### src/ptpq_pkg.sv
`default_nettype none
package ptpq_pkg;

  typedef struct packed {
    logic [31:0] expiry;
    logic        repeat_en;
    logic [31:0] period;
  } entry_t;

  localparam int OpW = 5;
  typedef logic [OpW-1:0] op_t;

  localparam op_t OP_NONE       = 5'd0;
  localparam op_t OP_LOAD       = 5'd1;
  localparam op_t OP_PUSH_START = 5'd2;
  localparam op_t OP_WR_ITEM    = 5'd3;
  localparam op_t OP_RD_PARENT  = 5'd4;
  localparam op_t OP_WR_PARENT  = 5'd5;
  localparam op_t OP_POP_START  = 5'd6;
  localparam op_t OP_RD_LAST    = 5'd7;
  localparam op_t OP_LOAD_Q     = 5'd8;
  localparam op_t OP_RD_LEFT    = 5'd9;
  localparam op_t OP_CAP_LEFT   = 5'd10;
  localparam op_t OP_CAP_RIGHT  = 5'd11;
  localparam op_t OP_WR_CHILD   = 5'd12;
  localparam op_t OP_RD_ROOT    = 5'd13;
  localparam op_t OP_CHECK      = 5'd14;
  localparam op_t OP_ADVANCE    = 5'd15;
  localparam op_t OP_EMIT       = 5'd16;
  localparam op_t OP_DROP       = 5'd17;

  typedef struct packed {
    op_t op;
  } cmd_t;

  typedef struct packed {
    logic func;
    logic full;
    logic i_zero;
    logic lt_parent;
    logic size_zero;
    logic has_left;
    logic has_right;
    logic cmove;
    logic due;
    logic rep;
    logic lt_now;
    logic out_busy;
  } status_t;

endpackage
`default_nettype wire

### src/ptpq_ram.sv
`default_nettype none
module ptpq_ram #(
  parameter int WIDTH = 65,
  parameter int DEPTH = 16
) (
  input  wire logic                     clk,
  input  wire logic                     we,
  input  wire logic [$clog2(DEPTH)-1:0] waddr,
  input  wire logic [WIDTH-1:0]         wdata,
  input  wire logic [$clog2(DEPTH)-1:0] raddr,
  output logic      [WIDTH-1:0]         rdata
);

  logic [WIDTH-1:0] mem [DEPTH];

  always_ff @(posedge clk) begin
    if (we) begin
      mem[waddr] <= wdata;
    end
    rdata <= mem[raddr];
  end

endmodule
`default_nettype wire

### src/ptpq_ctrl.sv
`default_nettype none
module ptpq_ctrl
  import ptpq_pkg::*;
(
  input  wire logic    clk,
  input  wire logic    rst,
  input  wire logic    in_valid,
  output logic         in_ready,
  input  wire status_t st,
  output cmd_t         cmd
);

  localparam logic [3:0] S_IDLE  = 4'd0;
  localparam logic [3:0] S_DISP  = 4'd1;
  localparam logic [3:0] S_UP    = 4'd2;
  localparam logic [3:0] S_UPCHK = 4'd3;
  localparam logic [3:0] S_TCHK  = 4'd4;
  localparam logic [3:0] S_ADV   = 4'd5;
  localparam logic [3:0] S_P0    = 4'd6;
  localparam logic [3:0] S_PCHK  = 4'd7;
  localparam logic [3:0] S_PLAST = 4'd8;
  localparam logic [3:0] S_PLD   = 4'd9;
  localparam logic [3:0] S_DN    = 4'd10;
  localparam logic [3:0] S_DNL   = 4'd11;
  localparam logic [3:0] S_DNR   = 4'd12;
  localparam logic [3:0] S_DNDEC = 4'd13;
  localparam logic [3:0] S_FIN   = 4'd14;

  logic [3:0] state, state_next;

  assign in_ready = (state == S_IDLE);

  always_comb begin
    state_next = state;
    cmd.op     = OP_NONE;
    unique case (state)
      S_IDLE: begin
        if (in_valid) begin
          cmd.op     = OP_LOAD;
          state_next = S_DISP;
        end
      end
      S_DISP: begin
        if (st.func) begin
          if (st.full) begin
            cmd.op     = OP_DROP;
            state_next = S_FIN;
          end else begin
            cmd.op     = OP_PUSH_START;
            state_next = S_UP;
          end
        end else if (st.size_zero) begin
          state_next = S_ADV;
        end else begin
          cmd.op     = OP_RD_ROOT;
          state_next = S_TCHK;
        end
      end
      S_UP: begin
        if (st.i_zero) begin
          cmd.op     = OP_WR_ITEM;
          state_next = st.func ? S_FIN : S_ADV;
        end else begin
          cmd.op     = OP_RD_PARENT;
          state_next = S_UPCHK;
        end
      end
      S_UPCHK: begin
        if (st.lt_parent) begin
          cmd.op     = OP_WR_PARENT;
          state_next = S_UP;
        end else begin
          cmd.op     = OP_WR_ITEM;
          state_next = st.func ? S_FIN : S_ADV;
        end
      end
      S_TCHK: begin
        if (st.due) begin
          cmd.op     = OP_CHECK;
          state_next = (st.rep && !st.full) ? S_UP : S_ADV;
        end else begin
          state_next = S_ADV;
        end
      end
      S_ADV: begin
        cmd.op     = OP_ADVANCE;
        state_next = S_P0;
      end
      S_P0: begin
        if (st.size_zero) begin
          state_next = S_FIN;
        end else begin
          cmd.op     = OP_RD_ROOT;
          state_next = S_PCHK;
        end
      end
      S_PCHK: begin
        if (st.lt_now) begin
          cmd.op     = OP_POP_START;
          state_next = S_PLAST;
        end else begin
          state_next = S_FIN;
        end
      end
      S_PLAST: begin
        if (st.size_zero) begin
          state_next = S_P0;
        end else begin
          cmd.op     = OP_RD_LAST;
          state_next = S_PLD;
        end
      end
      S_PLD: begin
        cmd.op     = OP_LOAD_Q;
        state_next = S_DN;
      end
      S_DN: begin
        if (st.has_left) begin
          cmd.op     = OP_RD_LEFT;
          state_next = S_DNL;
        end else begin
          cmd.op     = OP_WR_ITEM;
          state_next = S_P0;
        end
      end
      S_DNL: begin
        cmd.op     = OP_CAP_LEFT;
        state_next = st.has_right ? S_DNR : S_DNDEC;
      end
      S_DNR: begin
        cmd.op     = OP_CAP_RIGHT;
        state_next = S_DNDEC;
      end
      S_DNDEC: begin
        if (st.cmove) begin
          cmd.op     = OP_WR_CHILD;
          state_next = S_DN;
        end else begin
          cmd.op     = OP_WR_ITEM;
          state_next = S_P0;
        end
      end
      S_FIN: begin
        if (!st.out_busy) begin
          cmd.op     = OP_EMIT;
          state_next = S_IDLE;
        end
      end
      default: begin
        state_next = S_IDLE;
      end
    endcase
  end

  always_ff @(posedge clk) begin
    if (rst) begin
      state <= S_IDLE;
    end else begin
      state <= state_next;
    end
  end

endmodule
`default_nettype wire

### src/ptpq_dp.sv
`default_nettype none
module ptpq_dp
  import ptpq_pkg::*;
#(
  parameter int QUEUE_DEPTH = 16
) (
  input  wire logic        clk,
  input  wire logic        rst,
  input  wire cmd_t        cmd,
  output status_t          st,
  input  wire logic        cfg_write_en,
  input  wire logic [31:0] cfg_write_data,
  input  wire logic        func,
  input  wire logic [31:0] timer_time,
  input  wire logic        timer_repeat,
  input  wire logic [31:0] timer_period,
  output logic             out_valid,
  input  wire logic        out_ready,
  output logic             alarm,
  output logic             rearmed,
  output logic [31:0]      clock_now,
  output logic [4:0]       pending_count,
  output logic             insert_dropped
);

  localparam int IW = $clog2(QUEUE_DEPTH);
  localparam int CW = $clog2(QUEUE_DEPTH + 1);
  localparam int XW = IW + 2;
  localparam int EW = $bits(entry_t);

  logic [31:0]   now;
  logic [CW-1:0] size;
  logic [IW-1:0] idx;
  logic [IW-1:0] cidx;
  entry_t        item;
  entry_t        child;
  logic          cmove;
  logic          func_r;
  logic          alarm_r, rearm_r, drop_r;

  entry_t        q;
  logic [EW-1:0] rdata;
  logic          we;
  logic [IW-1:0] waddr, raddr;
  entry_t        wdata;

  logic [XW-1:0] lidx, ridx, size_x;
  logic [IW-1:0] pidx;
  logic [31:0]   best_exp;

  assign q      = entry_t'(rdata);
  assign size_x = XW'(size);
  assign lidx   = (XW'(idx) << 1) + XW'(1);
  assign ridx   = lidx + XW'(1);
  assign pidx   = (idx - IW'(1)) >> 1;
  assign best_exp = cmove ? child.expiry : item.expiry;

  always_comb begin
    st.func      = func_r;
    st.full      = (size == CW'(QUEUE_DEPTH));
    st.i_zero    = (idx == '0);
    st.lt_parent = (item.expiry < q.expiry);
    st.size_zero = (size == '0);
    st.has_left  = (lidx < size_x);
    st.has_right = (ridx < size_x);
    st.cmove     = cmove;
    st.due       = (q.expiry <= now);
    st.rep       = q.repeat_en;
    st.lt_now    = (q.expiry < now);
    st.out_busy  = out_valid && !out_ready;
  end

  always_comb begin
    we    = 1'b0;
    waddr = idx;
    wdata = item;
    raddr = '0;
    unique case (cmd.op)
      OP_WR_ITEM: begin
        we = 1'b1;
      end
      OP_WR_PARENT: begin
        we    = 1'b1;
        wdata = q;
      end
      OP_WR_CHILD: begin
        we    = 1'b1;
        wdata = child;
      end
      OP_RD_PARENT: raddr = pidx;
      OP_RD_LAST:   raddr = size[IW-1:0];
      OP_RD_LEFT:   raddr = lidx[IW-1:0];
      OP_CAP_LEFT:  raddr = ridx[IW-1:0];
      default: begin
      end
    endcase
  end

  ptpq_ram #(
    .WIDTH(EW),
    .DEPTH(QUEUE_DEPTH)
  ) u_ram (
    .clk  (clk),
    .we   (we),
    .waddr(waddr),
    .wdata(wdata),
    .raddr(raddr),
    .rdata(rdata)
  );

  always_ff @(posedge clk) begin
    if (rst) begin
      now       <= '0;
      size      <= '0;
      out_valid <= 1'b0;
    end else begin
      if (cmd.op == OP_EMIT) begin
        out_valid <= 1'b1;
      end else if (out_valid && out_ready) begin
        out_valid <= 1'b0;
      end
      if (cfg_write_en) begin
        now <= cfg_write_data;
      end
      unique case (cmd.op)
        OP_LOAD: begin
          func_r  <= func;
          item    <= '{expiry: timer_time, repeat_en: timer_repeat, period: timer_period};
          alarm_r <= 1'b0;
          rearm_r <= 1'b0;
          drop_r  <= 1'b0;
        end
        OP_PUSH_START: begin
          idx  <= size[IW-1:0];
          size <= size + CW'(1);
        end
        OP_WR_PARENT: idx <= pidx;
        OP_POP_START: size <= size - CW'(1);
        OP_RD_LAST:   idx <= '0;
        OP_LOAD_Q:    item <= q;
        OP_CAP_LEFT: begin
          child <= q;
          cidx  <= lidx[IW-1:0];
          cmove <= (q.expiry < item.expiry);
        end
        OP_CAP_RIGHT: begin
          if (q.expiry < best_exp) begin
            child <= q;
            cidx  <= ridx[IW-1:0];
            cmove <= 1'b1;
          end
        end
        OP_WR_CHILD: idx <= cidx;
        OP_CHECK: begin
          alarm_r <= (q.expiry == now);
          if (q.repeat_en) begin
            if (st.full) begin
              drop_r <= 1'b1;
            end else begin
              rearm_r <= 1'b1;
              item    <= '{expiry: now + q.period, repeat_en: 1'b1, period: q.period};
              idx     <= size[IW-1:0];
              size    <= size + CW'(1);
            end
          end
        end
        OP_ADVANCE: now <= now + 32'd1;
        OP_DROP:    drop_r <= 1'b1;
        default: begin
        end
      endcase
    end
  end

  always_ff @(posedge clk) begin
    if (cmd.op == OP_EMIT) begin
      alarm          <= alarm_r;
      rearmed        <= rearm_r;
      clock_now      <= now;
      pending_count  <= 5'(size);
      insert_dropped <= drop_r;
    end
  end

endmodule
`default_nettype wire

### src/periodic_timer_priority_queue.sv
`default_nettype none
// Channel   Handshake              Payload
// request   in_valid / in_ready    func, timer_time, timer_repeat, timer_period
// result    out_valid / out_ready  alarm, rearmed, clock_now, pending_count, insert_dropped
// config    cfg_write_en           cfg_write_data (start_time, loads the clock)
//
// One request at a time; the heap sits in a single-port-read RAM, one access per step.
// Insert: a sift up from the new last slot, or a drop when the heap is full.
// Tick: root check, sift up on re-arm, clock advance, then a sift down per popped timer.
// Sync reset clears clock and count; heap RAM is not cleared.
// A held result stalls the next one in the finish state; requests wait on in_ready.
module periodic_timer_priority_queue
  import ptpq_pkg::*;
#(
  parameter int QUEUE_DEPTH = 16
) (
  input  wire logic        clk,
  input  wire logic        rst,
  input  wire logic        cfg_write_en,
  input  wire logic [31:0] cfg_write_data,
  input  wire logic        in_valid,
  output logic             in_ready,
  input  wire logic        func,
  input  wire logic [31:0] timer_time,
  input  wire logic        timer_repeat,
  input  wire logic [31:0] timer_period,
  output logic             out_valid,
  input  wire logic        out_ready,
  output logic             alarm,
  output logic             rearmed,
  output logic [31:0]      clock_now,
  output logic [4:0]       pending_count,
  output logic             insert_dropped
);

  cmd_t    cmd;
  status_t st;

  ptpq_ctrl u_ctrl (
    .clk     (clk),
    .rst     (rst),
    .in_valid(in_valid),
    .in_ready(in_ready),
    .st      (st),
    .cmd     (cmd)
  );

  ptpq_dp #(
    .QUEUE_DEPTH(QUEUE_DEPTH)
  ) u_dp (
    .clk           (clk),
    .rst           (rst),
    .cmd           (cmd),
    .st            (st),
    .cfg_write_en  (cfg_write_en),
    .cfg_write_data(cfg_write_data),
    .func          (func),
    .timer_time    (timer_time),
    .timer_repeat  (timer_repeat),
    .timer_period  (timer_period),
    .out_valid     (out_valid),
    .out_ready     (out_ready),
    .alarm         (alarm),
    .rearmed       (rearmed),
    .clock_now     (clock_now),
    .pending_count (pending_count),
    .insert_dropped(insert_dropped)
  );

  a_busy_after_accept: assert property (@(posedge clk) disable iff (rst)
    in_valid && in_ready |=> !in_ready)
    else $error("request taken while busy");

  a_drop_not_rearm: assert property (@(posedge clk) disable iff (rst)
    out_valid |-> !(insert_dropped && rearmed))
    else $error("drop and re-arm together");

  a_count_bound: assert property (@(posedge clk) disable iff (rst)
    out_valid |-> (QUEUE_DEPTH > 31 || int'(pending_count) <= QUEUE_DEPTH))
    else $error("count above depth");

endmodule
`default_nettype wire
### config.mk
export PLATFORM = sky130hd
export DESIGN_NAME = periodic_timer_priority_queue
export DESIGN_NICKNAME = d
export VERILOG_FILES = /design/src/ptpq_pkg.sv /design/src/ptpq_ram.sv /design/src/ptpq_ctrl.sv /design/src/ptpq_dp.sv /design/src/periodic_timer_priority_queue.sv
export SDC_FILE = /design/constraint.sdc
export NUM_CORES = 2
export LEC_CHECK = 0
export ABC_AREA = 1
export BUFFER_PORTS_ARGS = -buffer_cell sky130_fd_sc_hd__buf_2
export CAP_MARGIN = 5
export CORE_ASPECT_RATIO = 1.75
export CORE_MARGIN = 3
export CORE_UTILIZATION = 45
export DETAILED_ROUTE_END_ITERATION = 10
export PLACE_DENSITY = 0.61
export SLEW_MARGIN = 0
export SYNTH_ARGS = -nofsm -noshare
export SYNTH_HDL_FRONTEND = slang
export SYNTH_SLANG_ARGS = --single-unit
### constraint.sdc
create_clock -name clk -period 5.55 [get_ports clk]
set_input_delay 1.11 -clock clk [delete_from_list [all_inputs] [get_ports clk]]
set_output_delay 1.11 -clock clk [all_outputs]
set_load 0.02 [all_outputs]
==> impl_metrics.csv <==
group,metric,value,unit
detailed_routing,vias,41500,
detailed_routing,wire_per_inst,25.3,um
synthesis,ys_ff_latch,1330,
pwr,pwr-share-clk,29.5,%
floorplan,fp.dieW,279,um
job,maxCapViolCount,0,
place,dp.cells,7065,
clock_tree,cts_buffers,115,
global_route,antenna_found_initial,10,
cells_and_area,multi_input_area,0.0180,sq mm
cells_and_area,syn_to_final_growth,12.0,%
synthesis,async_flop_share,0,%
global_route,use_met3,3.62,%
clock_tree,cts_resized,0,
sta,fin_tns_setup,0,ns
global_route,grt_usage,27.1,%
cells_and_area,seqCellArea,0.0389,sq mm
synthesis,synth_fp_nets,5636,
cells_and_area,nNetsFinal,5757,
clock_tree,post_cts_buffers,0,
place,gp_congestion,1.01,
clock_tree,clock_sink_count,1330,
synthesis,synth_warnings,0,
global_route,grt_use_met1,31.2,%
floorplan,fp-row-count,174,
critical_path,worstPathMaxFanout,20,
critical_path,worstSetupPathType,"reg2reg",
global_route,globalRouteMet2Util,48.5,%
floorplan,core,0.129,sq mm
synthesis,ys_seq_area_share,66.3,%
critical_path,critPathMostFrequentCell,"nand2_1",
clock_tree,clk_pin_slew_worst_paths,0.07,ns
synthesis,synth_edf_count,1223,
detailed_routing,drtPass1Iterations,7,
pwr,power_switching_share,33.3,%
critical_path,critPathBufInv,3,
clock_tree,clk-insertion-delay-late,0.74,ns
global_route,grt_pass1_vias,40700,
floorplan,start_util,45.5,%
clock_tree,cts_tree,"yes",
pwr,p_sw,9.34,mW
pwr,p_seq_share,47.5,%
sta,fmax,0.209,GHz
critical_path,cp_data_required_time,5.96,ns
place,dpl.hpwl,121000,um
pwr,ir_drop,0.269,mV
critical_path,critPathCaptureType,"flop",
synthesis,syn_inst,5389,
pwr,p_leak,24.6,nW
synthesis,synthDistinctLibCells,48,
clock_tree,cts_max_level,3,
critical_path,max_stage_delay,0.81,ns
run_status,outcome,"complete, no violations",
detailed_routing,drc,0,
critical_path,path_cells,"inv_1 > ha_1 > nand2_1 > nor2_1 > nand2_1 > nor4_1 > buf_4 > nand3b_1 > nand2_1 > nand2_1 > nand2_1 > o21ai_0 > nor2_1 > nor2_4 > nor2_4 > buf_4",
synthesis,synth_ff_type,"edfxtp_1",
detailed_routing,vias_per_cell,5.70,
sta,tightestPinTransition,1.13,ns
sta,drv_slew,0,
global_route,overflow,0,
clock_tree,cts_root_buffer,"clkbuf_16",
sta,rsz0062_at_grt,"no",
floorplan,io_pins,145,
critical_path,slowest_stage,"nor4_1",
sta,finalHoldViolCount,0,
sta,fin_skew,0.0461,ns
floorplan,dieArea,0.135,sq mm
floorplan,die_h,484,um
detailed_routing,wl,185000,um
clock_tree,holdBufCountCts,0,
cells_and_area,drive_gt1_share,12.3,%
sta,relSlewSlack,23.7,%
cells_and_area,nFillCells,11500,
clock_tree,clock_path_buffers,3,
pwr,p_int,18.7,mW
sta,layout_min_cycle_time,4.78,ns
sta,finalCritPeriodShare,86.1,%
global_route,grt_max_degree,147,
detailed_routing,antenna_left,0,
sta,setup_violations,0,
synthesis,netlist_area,0.0586,sq mm
hold_path,hp-class,"reg2reg",
synthesis,avgSynthCellArea,10.9,sq um
global_route,grt.busiest_layer,"met2",
place,io_buffers,144,
pwr,combPwrFrac,23.0,%
cells_and_area,finalNonFillerCells,7284,
critical_path,worst_ep_arrival_time,5.18,ns
global_route,grt_first_pass_wirelength,270000,um
pwr,p_per_area,427,mW/mm^2
critical_path,cp-start-kind,"flop",
critical_path,reg2reg_slack,0.77,ns
critical_path,crit_family,"simple AND/OR/NAND/NOR gates",
detailed_routing,first_iter_violations,3461,
==> worst paths after layout <==
path              depth (start not counted)                endpoint     startpoint
setup reg to reg                         16  u_dp.u_ram.mem[12][10]  u_dp.item[60]
hold reg to reg                           0            u_dp.rearmed   u_dp.rearm_r
hold / removal                            0            u_dp.rearmed   u_dp.rearm_r
setup / recovery                         16  u_dp.u_ram.mem[12][10]  u_dp.item[60]
==> power groups by stage <==
stage	Combinational [mW]	Sequential (mW)	Clock [mW]
after floorplan	3.98	12.8	0
after global placement	6.37	13.5	0
after detailed placement	6.41	13.5	0
after CTS	6.44	13.3	8.38
after global routing	7.11	13.3	8.76
final	6.46	13.3	8.27
==> cells in the mapped netlist, drive strengths merged, types with 29 or more instances <==
cell type / instances / share of area [%]
nand2: 1724 / 11
edfxtp: 1223 / 63
ha: 142 / 3.0
nand3: 350 / 3.0
inv: 228 / 1.5
a21oi: 259 / 2.2
buf: 142 / 1.2
dfxtp: 107 / 3.7
nor2: 282 / 1.8
o221ai: 42 / 0.63
nand4: 29 / 0.31
o211ai: 221 / 2.8
o21ai: 164 / 1.4
clkbuf: 131 / 0.84
xor2: 34 / 0.51
or2: 201 / 2.1
==> area by class of cell <==
class / instances / area share, %
sequential: 1330 / 59.2
multi-input combinational: 3554 / 27.3
clock inverter: 51 / 0.914
antenna: 2 / 0.00762
inverter: 232 / 1.35
clock buffer: 166 / 4.95
tap: 1672 / 3.18
timing repair buffer: 277 / 3.09
==> layer usage <==
layer | part of all wire (%) | wire length, um
met1 | 36 | 67100
met2 | 52 | 95700
met3 | 5.6 | 10400
met4 | 6.1 | 11300
met5 | 0.027 | 50
==> flip-flops by register name, indices dropped and copies added, names as in the netlist, 4 cells and up <==
signal / flops
u_dp.u_ram.mem: 1040
u_dp.child: 65
u_dp.item: 65
u_dp.u_ram.rdata: 65
u_dp.clock_now: 32
u_dp.now: 32
u_dp.pending_count: 5
u_dp.size: 5
u_ctrl.state: 4
u_dp.cidx: 4
u_dp.idx: 4
==> per-stage QoR <==
step	hold WS [ns]	instance area (sq um)	utilization, %	total power [mW]	worst slack [ns]
global route	0.446	65700	51.0	29.2	0.718
floorplan	0.400	58700	-	16.8	0.287
finish	0.438	65700	51.0	28.0	0.773
CTS	0.437	65700	51.0	28.1	0.849
global placement	0.436	61800	48.0	19.9	0.776
detailed placement	0.421	61800	48.0	19.9	0.868
==> worst register-to-register path, stage by stage (launching register included) <==
cell	delay (ns)
edfxtp_1	0.34
inv_1	0.06
ha_1	0.29
nand2_1	0.08
nor2_1	0.15
nand2_1	0.14
nor4_1	0.81
buf_4	0.26
nand3b_1	0.12
nand2_1	0.25
nand2_1	0.13
nand2_1	0.10
o21ai_0	0.10
nor2_1	0.29
nor2_4	0.16
nor2_4	0.73
buf_4	0.44
==> cell usage in the layout, fill, tap and decap left out, types with 5 or more instances in the layout <==
cell type,count
nand2_1,1722
edfxtp_1,1223
nand3_1,350
nor2_1,257
a21oi_1,255
inv_1,222
o211ai_1,221
or2_2,201
o21ai_0,162
buf_2,144
ha_1,142
clkbuf_16,117
buf_4,108
dfxtp_1,107
o221ai_1,37
clkbuf_1,35
xor2_1,34
nand4_1,29
buf_12,25
nor2_4,23
nor3_1,21
clkinv_2,19
clkinv_1,18
clkbuf_8,14
a31oi_1,13
a21o_1,12
bufinv_16,12
xnor2_1,10
a22oi_1,9
nor4_1,8
o21a_1,7
o221ai_2,5
==> kinds of logic after synthesis <==
| family | count (synthesis) | share of synthesized area [%] |
|---|---|---|
| buf+inv | 505 | 3.49 |
| fa+ha+maj | 144 | 3.10 |
| simple gates | 2622 | 18.7 |
| compound gates | 744 | 7.81 |
| flops | 1330 | 66.3 |
| xor+xnor | 44 | 0.657 |
No activity file was read; power rests on OpenSTA's default activity.
